==> src/dtt_pkg.sv <==
// ----------------------------------------------------------------------------
// dtt_pkg: shared types and constants of the deadline timer table
// Holds the opcode and status codes, the sequencer states and the item
// structs of the input and result channels.
// ----------------------------------------------------------------------------
`default_nettype none

package dtt_pkg;

    // Deadline width: 32-bit timestamp plus 24-bit wait needs one extra bit
    localparam int DL_W = 33;

    // Deadline of an empty table
    localparam logic [DL_W-1:0] DL_MAX = {DL_W{1'b1}};

    typedef enum logic [1:0] {
        OP_START   = 2'd0,
        OP_EXPIRED = 2'd1,
        OP_ALL     = 2'd2
    } op_t;

    typedef enum logic [1:0] {
        ST_STARTED = 2'd0,
        ST_RUNNING = 2'd1,
        ST_FULL    = 2'd2,
        ST_RELEASE = 2'd3
    } status_t;

    typedef enum logic [2:0] {
        S_IDLE,
        S_SCAN,
        S_INSERT,
        S_EMIT,
        S_POP
    } state_t;

    typedef struct packed {
        logic [1:0]  op;
        logic [7:0]  client_id;
        logic [23:0] wait_time;
        logic [31:0] now;
    } in_item_t;

    typedef struct packed {
        logic [1:0] status;
        logic [7:0] released_id;
        logic       has_entry;
        logic       any_ready;
        logic       last;
    } out_item_t;

endpackage

`default_nettype wire

==> src/deadline_timer_table_core.sv <==
// ----------------------------------------------------------------------------
// deadline_timer_table_core: sorted table of armed timers
// Keeps client ids with deadlines in deadline order and arms, releases and
// clears them under a small sequencer around one rotating entry ring.
// ----------------------------------------------------------------------------
// Usage:
//   s_valid/s_ready/s_item carry commands (start, release expired, release
//   all); m_valid/m_ready/m_item carry results, the final one of each
//   command marked by last. The block takes a command only while idle.
//   The table is a ring of entry registers that rotates through its head,
//   so compares on the head entry alone do all searching.
//   Start: after the accept cycle, the id search rotates the ring once
//   through all armed entries, then decides; placement rotates the ring,
//   appends the new entry where the head is later than it or after the
//   last entry, rotates on and closes; then the result is loaded. A start that
//   finds the id armed or the table full skips placement.
//   Release: after the accept cycle, each released entry is shifted out
//   with one result, or one result reports a release that frees nothing.
//   A stalled receiver holds the sequencer in its emit and release states;
//   the block keeps the result register full and waits. Synchronous
//   active-low reset empties the table and drops any pending result.
// ----------------------------------------------------------------------------
`default_nettype none

module deadline_timer_table_core #(
    parameter int TABLE_DEPTH = 16,
    parameter int ID_BITS     = 8
) (
    input  wire logic               aclk,
    input  wire logic               aresetn,
    input  wire logic               s_valid,
    output      logic               s_ready,
    input  wire dtt_pkg::in_item_t  s_item,
    output      logic               m_valid,
    input  wire logic               m_ready,
    output      dtt_pkg::out_item_t m_item
);

    localparam int ID_W  = (ID_BITS < 8) ? ID_BITS : 8;
    localparam int CNT_W = $clog2(TABLE_DEPTH + 1);
    localparam int DL_W  = dtt_pkg::DL_W;

    // Sequencer and command registers
    dtt_pkg::state_t    state_reg, state_next;
    logic [1:0]         op_reg, op_next;
    logic [ID_W-1:0]    id_reg, id_next;
    logic [DL_W-1:0]    dl_reg, dl_next;
    logic [DL_W-1:0]    now_reg, now_next;
    logic [CNT_W-1:0]   cnt_reg, cnt_next;
    logic [CNT_W-1:0]   k_reg, k_next;
    logic               match_reg, match_next;
    logic               ins_reg, ins_next;
    dtt_pkg::status_t   status_reg, status_next;

    // Entry ring
    logic [ID_W-1:0]    slot_id_reg   [TABLE_DEPTH];
    logic [ID_W-1:0]    slot_id_next  [TABLE_DEPTH];
    logic [DL_W-1:0]    slot_dl_reg   [TABLE_DEPTH];
    logic [DL_W-1:0]    slot_dl_next  [TABLE_DEPTH];
    logic [ID_W-1:0]    above_id      [TABLE_DEPTH];
    logic [DL_W-1:0]    above_dl      [TABLE_DEPTH];

    // Result register
    logic               m_valid_reg, m_valid_next;
    dtt_pkg::out_item_t m_item_reg, m_item_next;

    // Control
    logic               out_free;
    logic               cnt_zero;
    logic [CNT_W-1:0]   cnt_m1;
    logic [DL_W-1:0]    earliest;
    logic               ready_flag;
    logic               scan_end;
    logic               ins_place;
    logic               ins_end;
    logic               pop_ok;
    logic               pop_last;
    logic               do_rot;
    logic               do_app;
    logic               do_pop;
    logic               load_out;
    dtt_pkg::out_item_t out_val;

    assign s_ready = (state_reg == dtt_pkg::S_IDLE);
    assign m_valid = m_valid_reg;
    assign m_item  = m_item_reg;

    // Shared head compares
    assign out_free   = !m_valid_reg || m_ready;
    assign cnt_zero   = (cnt_reg == '0);
    assign cnt_m1     = cnt_reg - 1'b1;
    assign earliest   = cnt_zero ? dtt_pkg::DL_MAX : slot_dl_reg[0];
    assign ready_flag = (earliest < now_reg);
    assign scan_end   = (k_reg == cnt_reg);
    assign ins_place  = !ins_reg && ((k_reg == cnt_reg) || (slot_dl_reg[0] > dl_reg));
    assign ins_end    = ins_reg && (k_reg == cnt_m1);
    assign pop_ok     = !cnt_zero && ((op_reg == dtt_pkg::OP_ALL) ||
                        ((op_reg == dtt_pkg::OP_EXPIRED) && (slot_dl_reg[0] <= now_reg)));
    assign pop_last   = (cnt_reg == CNT_W'(1)) ||
                        ((op_reg == dtt_pkg::OP_EXPIRED) && (slot_dl_reg[1] > now_reg));

    // Next state
    always_comb begin
        state_next = state_reg;
        unique case (state_reg)
            dtt_pkg::S_IDLE: begin
                if (s_valid) begin
                    state_next = (s_item.op == dtt_pkg::OP_START) ? dtt_pkg::S_SCAN
                                                                  : dtt_pkg::S_POP;
                end
            end
            dtt_pkg::S_SCAN: begin
                if (scan_end) begin
                    if (match_reg || (cnt_reg == CNT_W'(TABLE_DEPTH))) begin
                        state_next = dtt_pkg::S_EMIT;
                    end else begin
                        state_next = dtt_pkg::S_INSERT;
                    end
                end
            end
            dtt_pkg::S_INSERT: begin
                if (ins_end) begin
                    state_next = dtt_pkg::S_EMIT;
                end
            end
            dtt_pkg::S_EMIT: begin
                if (out_free) begin
                    state_next = dtt_pkg::S_IDLE;
                end
            end
            dtt_pkg::S_POP: begin
                if (out_free && (!pop_ok || pop_last)) begin
                    state_next = dtt_pkg::S_IDLE;
                end
            end
            default: state_next = dtt_pkg::S_IDLE;
        endcase
    end

    // Sequencer outputs
    always_comb begin
        op_next     = op_reg;
        id_next     = id_reg;
        dl_next     = dl_reg;
        now_next    = now_reg;
        k_next      = k_reg;
        match_next  = match_reg;
        ins_next    = ins_reg;
        status_next = status_reg;
        do_rot      = 1'b0;
        do_app      = 1'b0;
        do_pop      = 1'b0;
        load_out    = 1'b0;
        out_val     = '0;
        unique case (state_reg)
            dtt_pkg::S_IDLE: begin
                // Latch the command and clear the pass counters
                op_next    = s_item.op;
                id_next    = s_item.client_id[ID_W-1:0];
                dl_next    = DL_W'(s_item.now) + DL_W'(s_item.wait_time);
                now_next   = DL_W'(s_item.now);
                k_next     = '0;
                match_next = 1'b0;
                ins_next   = 1'b0;
            end
            dtt_pkg::S_SCAN: begin
                // Rotate the ring once, looking for the id at the head
                if (scan_end) begin
                    k_next = '0;
                    if (match_reg) begin
                        status_next = dtt_pkg::ST_RUNNING;
                    end else if (cnt_reg == CNT_W'(TABLE_DEPTH)) begin
                        status_next = dtt_pkg::ST_FULL;
                    end else begin
                        status_next = dtt_pkg::ST_STARTED;
                    end
                end else begin
                    do_rot     = 1'b1;
                    k_next     = k_reg + 1'b1;
                    match_next = match_reg || (slot_id_reg[0] == id_reg);
                end
            end
            dtt_pkg::S_INSERT: begin
                // Append the new entry once the head is later than it or the ring is passed, then rotate on
                if (ins_place) begin
                    do_app   = 1'b1;
                    ins_next = 1'b1;
                end else if (!ins_end) begin
                    do_rot = 1'b1;
                    k_next = k_reg + 1'b1;
                end
            end
            dtt_pkg::S_EMIT: begin
                load_out          = out_free;
                out_val.status    = status_reg;
                out_val.any_ready = ready_flag;
                out_val.last      = 1'b1;
            end
            dtt_pkg::S_POP: begin
                // Release the head entry, or report that nothing was released
                load_out       = out_free;
                out_val.status = dtt_pkg::ST_RELEASE;
                if (pop_ok) begin
                    do_pop              = out_free;
                    out_val.released_id = 8'(slot_id_reg[0]);
                    out_val.has_entry   = 1'b1;
                    out_val.last        = pop_last;
                end else begin
                    out_val.any_ready = ready_flag;
                    out_val.last      = 1'b1;
                end
            end
            default: begin
                load_out = 1'b0;
            end
        endcase
    end

    // Entry count
    always_comb begin
        cnt_next = cnt_reg;
        if (do_app) begin
            cnt_next = cnt_reg + 1'b1;
        end else if (do_pop) begin
            cnt_next = cnt_m1;
        end
    end

    // Neighbor taps of the ring
    always_comb begin
        for (int i = 0; i < TABLE_DEPTH - 1; i++) begin
            above_id[i] = slot_id_reg[i+1];
            above_dl[i] = slot_dl_reg[i+1];
        end
        above_id[TABLE_DEPTH-1] = slot_id_reg[TABLE_DEPTH-1];
        above_dl[TABLE_DEPTH-1] = slot_dl_reg[TABLE_DEPTH-1];
    end

    // Rotate, append at the tail, or shift out the head
    always_comb begin
        for (int i = 0; i < TABLE_DEPTH; i++) begin
            slot_id_next[i] = slot_id_reg[i];
            slot_dl_next[i] = slot_dl_reg[i];
            if (do_pop || (do_rot && (CNT_W'(i) < cnt_m1))) begin
                slot_id_next[i] = above_id[i];
                slot_dl_next[i] = above_dl[i];
            end else if (do_rot && (CNT_W'(i) == cnt_m1)) begin
                slot_id_next[i] = slot_id_reg[0];
                slot_dl_next[i] = slot_dl_reg[0];
            end else if (do_app && (CNT_W'(i) == cnt_reg)) begin
                slot_id_next[i] = id_reg;
                slot_dl_next[i] = dl_reg;
            end
        end
    end

    // Result register
    always_comb begin
        m_valid_next = m_valid_reg;
        m_item_next  = m_item_reg;
        if (load_out) begin
            m_valid_next = 1'b1;
            m_item_next  = out_val;
        end else if (m_ready) begin
            m_valid_next = 1'b0;
        end
    end

    // Control registers
    always_ff @(posedge aclk) begin
        if (!aresetn) begin
            state_reg   <= dtt_pkg::S_IDLE;
            cnt_reg     <= '0;
            m_valid_reg <= 1'b0;
        end else begin
            state_reg   <= state_next;
            cnt_reg     <= cnt_next;
            m_valid_reg <= m_valid_next;
        end
    end

    // Payload registers
    always_ff @(posedge aclk) begin
        op_reg     <= op_next;
        id_reg     <= id_next;
        dl_reg     <= dl_next;
        now_reg    <= now_next;
        k_reg      <= k_next;
        match_reg  <= match_next;
        ins_reg    <= ins_next;
        status_reg <= status_next;
        m_item_reg <= m_item_next;
        for (int i = 0; i < TABLE_DEPTH; i++) begin
            slot_id_reg[i] <= slot_id_next[i];
            slot_dl_reg[i] <= slot_dl_next[i];
        end
    end

endmodule

`default_nettype wire
==> config.mk <==
export PLATFORM = sky130hd
export DESIGN_NAME = deadline_timer_table_core
export DESIGN_NICKNAME = d
export VERILOG_FILES = /design/src/dtt_pkg.sv /design/src/deadline_timer_table_core.sv
export SDC_FILE = /design/constraint.sdc
export NUM_CORES = 2
export LEC_CHECK = 0
export ABC_AREA = 1
export BUFFER_PORTS_ARGS = -buffer_cell sky130_fd_sc_hd__buf_4
export CORE_MARGIN = 5
export CORE_UTILIZATION = 40
export CTS_CLUSTER_DIAMETER = 150
export DETAILED_ROUTE_END_ITERATION = 8
export HOLD_SLACK_MARGIN = 0.02
export PLACE_DENSITY = 0.56
export SLEW_MARGIN = 20
export SYNTH_ARGS = -nofsm -noshare
export SYNTH_HDL_FRONTEND = slang
export SYNTH_SLANG_ARGS = --single-unit
==> constraint.sdc <==
create_clock -name aclk -period 10.2 [get_ports aclk]
set_input_delay 1.53 -clock aclk [delete_from_list [all_inputs] [get_ports aclk]]
set_output_delay 1.53 -clock aclk [all_outputs]
set_load 0.02 [all_outputs]
==> run metrics <==
status=complete, no violations; cell with the most instances on the worst path=nand2_1; Leakage=around 0.024 µW; worst r2r src=dl_reg[16]; total die area=about 0.12 mm²; Via density=5.48; antenna-violating nets left=0; Ys Warns=0; CP max stage delay=1040 ps; Fin Setup TNS=0 ps; Core Area=0.115 mm²; min setup slack post-route=3540 ps; # rows=roughly 120; CP startpoint kind=flop; Fin. Hold Viols=0; Worst Max-Slew Pin Slew=1200 ps; total power=21000 µW; family with the most delay on the worst path=buffers and inverters; vias in the first global route=37.4k; Synth-to-Final Area Change=9.77%; starting density of the core=0.403; Gates resized, CTS repair=0; fin crit share=0.653; WL per Instance=23.3 µm; Critical Path Sink Type=flop; WS Path Type=reg2reg; cells after synthesis=6014; CP bufs+invs=4; initial antenna violation count=4; PD cells=415 mW/mm²; Min Clock Period, post-route=6660 ps; sequential area share after synthesis=0.494; max reg flops=528; Mapped Nets=6245; max_cap viols=0; Adder-Cell Fraction of Synth Area=0.0438; worst setup path endpoint=slot_dl_reg[1][141]; R2R cell count=17; placed cells=7273; fmax=~150 MHz; routability cong.=0.912; relative slew slack=0.198; Area after DPL=about 0.048 mm²; top_reg_cell synth=edfxtp_1; largest family of logic cells by synthesized area=simple AND/OR/NAND/NOR gates; largest net degree at the start of global routing=101; H-tree levels=3; post-CTS setup buffer count=0; hold buffer count at cts=0; clk slew on worst S/H paths=approximately 60 ps; R2R Path End=slot_dl_reg[1][141]; Net count, final=~6k; worst reg2reg setup slack=3540 ps; detailed placement HPWL=107000 µm; vias after detailed routing=40.7k; clock tree sinks=between 700 and 800; crit path launch=dl_reg[16]; CTS tree=built; IO Port Bufs=84; first drt pass iteration count=9; crit path cell chain=inv_1 > ha_1 > nand2_1 > nor3_1 > nand4_1 > nand2_1 > nand2_1 > nand2_1 > nand2_2 > nand2_8 > buf_4 > buf_4 > buf_4 > nand3_1 > nand2_1 > nand2_1 > nand2_1; Netlist cell types=51; die width=between 300 and 400 µm; #FFs+latches synth=~760; max-slew violation count=0; RSZ-0062 raised after global routing=no; clock network latency to the later pin of the worst-skew pair=660 ps; min-delay worst type=reg2reg; Final Setup Violations=0; grt ovf=0; Synth Cell Area=0.0461 mm²; 1st-iter DRT viols=5108; final wirelength=173000 µm; area share of and/or/nand/nor cells after synthesis=0.362; Die H=350 µm; Post-synth EDFFs=roughly 750; Final Skew=35.7 ps; # IOs=85; Crit path required time=10680 ps; post-synthesis xor/xnor area fraction=0.0101; commonest non-fill, non-tap cells in the layout=3289 x nand2_1, 753 x edfxtp_1, 662 x nand3_1, 205 x inv_1, 201 x buf_4; ys async rst share=0; Compound-Gate Fraction of Synth Area=0.0259; arrival time at the worst endpoint=roughly 7000 ps; final std cells w/o fill=7437; WP depth=17; GRT Util Overall=0.276; first-pass GRT wire length=252000 µm; share of layout cells above drive strength 1=0.0711; Place WS=~3600 ps; commonest non-fill, non-tap cell in the layout=nand2_1; Max IR drop VDD=just over 0.3 mV; CTS Root Buffer Type=clkbuf_16; post-route cell area=~0.051 mm²; clock buffer depth=3; mux contribution to synthesized area=0; CTS buffer count=89; DRC=0; syn_area_per_cell=7.67 µm²; Worst Path Max Fanout=100; slowest CP cell=edfxtp_1
-- cells in the mapped netlist, types with 17 or more instances --
master | number | share of area
a21oi_1 | 92 | 0.010
buf_1 | 20 | 0.0016
buf_2 | 221 | 0.024
clkbuf_1 | 191 | 0.016
edfxtp_1 | 753 | 0.49
ha_1 | 160 | 0.043
inv_1 | 205 | 0.017
inv_2 | 17 | 0.0014
nand2_1 | 3291 | 0.27
nand3_1 | 674 | 0.073
nor2_1 | 113 | 0.0092
nor3_1 | 20 | 0.0022
o21ai_0 | 72 | 0.0078
xnor2_1 | 25 | 0.0047
xor2_1 | 23 | 0.0044
-- area by class of cell --
class,count,area (µm²)
Fill cell,11400,63900
Timing Repair Buffer,203,1550
Clock inverter,39,474
Clock buffer,121,2500
Antenna cell,1,2.50
Multi-Input combinational cell,4577,20600
Sequential cell,762,22800
Inverter,222,833
Tap cell,1512,1890
-- tightest hold or removal path: cells and delay by family, from the launching register on --
family	cells	cell delay, ps
flops	1	320
simple gates	2	100
-- how the worst min path moves through the flow --
stage | startpoint | to | slack, ps | cells after the start
4_1_cts | slot_dl_reg[1][117] | slot_dl_reg[1][84] | 490 | 2
5_1_grt | slot_dl_reg[1][7] | slot_dl_reg[0][238] | 520 | 2
2_1_floorplan | match_reg | status_reg[0] | 470 | 0
6_report | slot_dl_reg[1][7] | slot_dl_reg[0][238] | 490 | 2
3_5_place_dp | slot_dl_reg[0][186] | slot_dl_reg[0][153] | 500 | 2
3_3_place_gp | slot_dl_reg[1][228] | slot_dl_reg[1][195] | 500 | 2
-- logic make-up (layout without fill, tap and decap cells) --
logic type,Yosys count,after routing
compound gates,209,209
fa+ha+maj,161,161
xor+xnor,50,50
other cells,0,1
flops,762,762
simple gates,4157,4157
buf+inv,675,585
-- metrics by stage --
stage,hold slack (ps),utilization
6_report,492,0.442
5_1_grt,517,0.442
4_1_cts,493,0.442
3_5_place_dp,501,0.416
3_3_place_gp,497,0.415
2_1_floorplan,469,-
-- per-layer routing --
metal  vias to the layer above  wire, µm  GRT usage
met5                         -         0          0
met4                         0      5780     0.0888
met3                       295     21800     0.0759
met2                      2320     72600      0.405
met1                     19000     73000      0.396
li1                      19100         -          -
-- power breakdown --
group | total, µW | internal (µW) | switching [µW]
Combinational | 10300 | 2510 | 7770
Clock | 3340 | 1990 | 1360
Sequential | 7370 | 6290 | 1070
Total | 21000 | 10800 | 10200
Power figures use the tool's default switching activity.
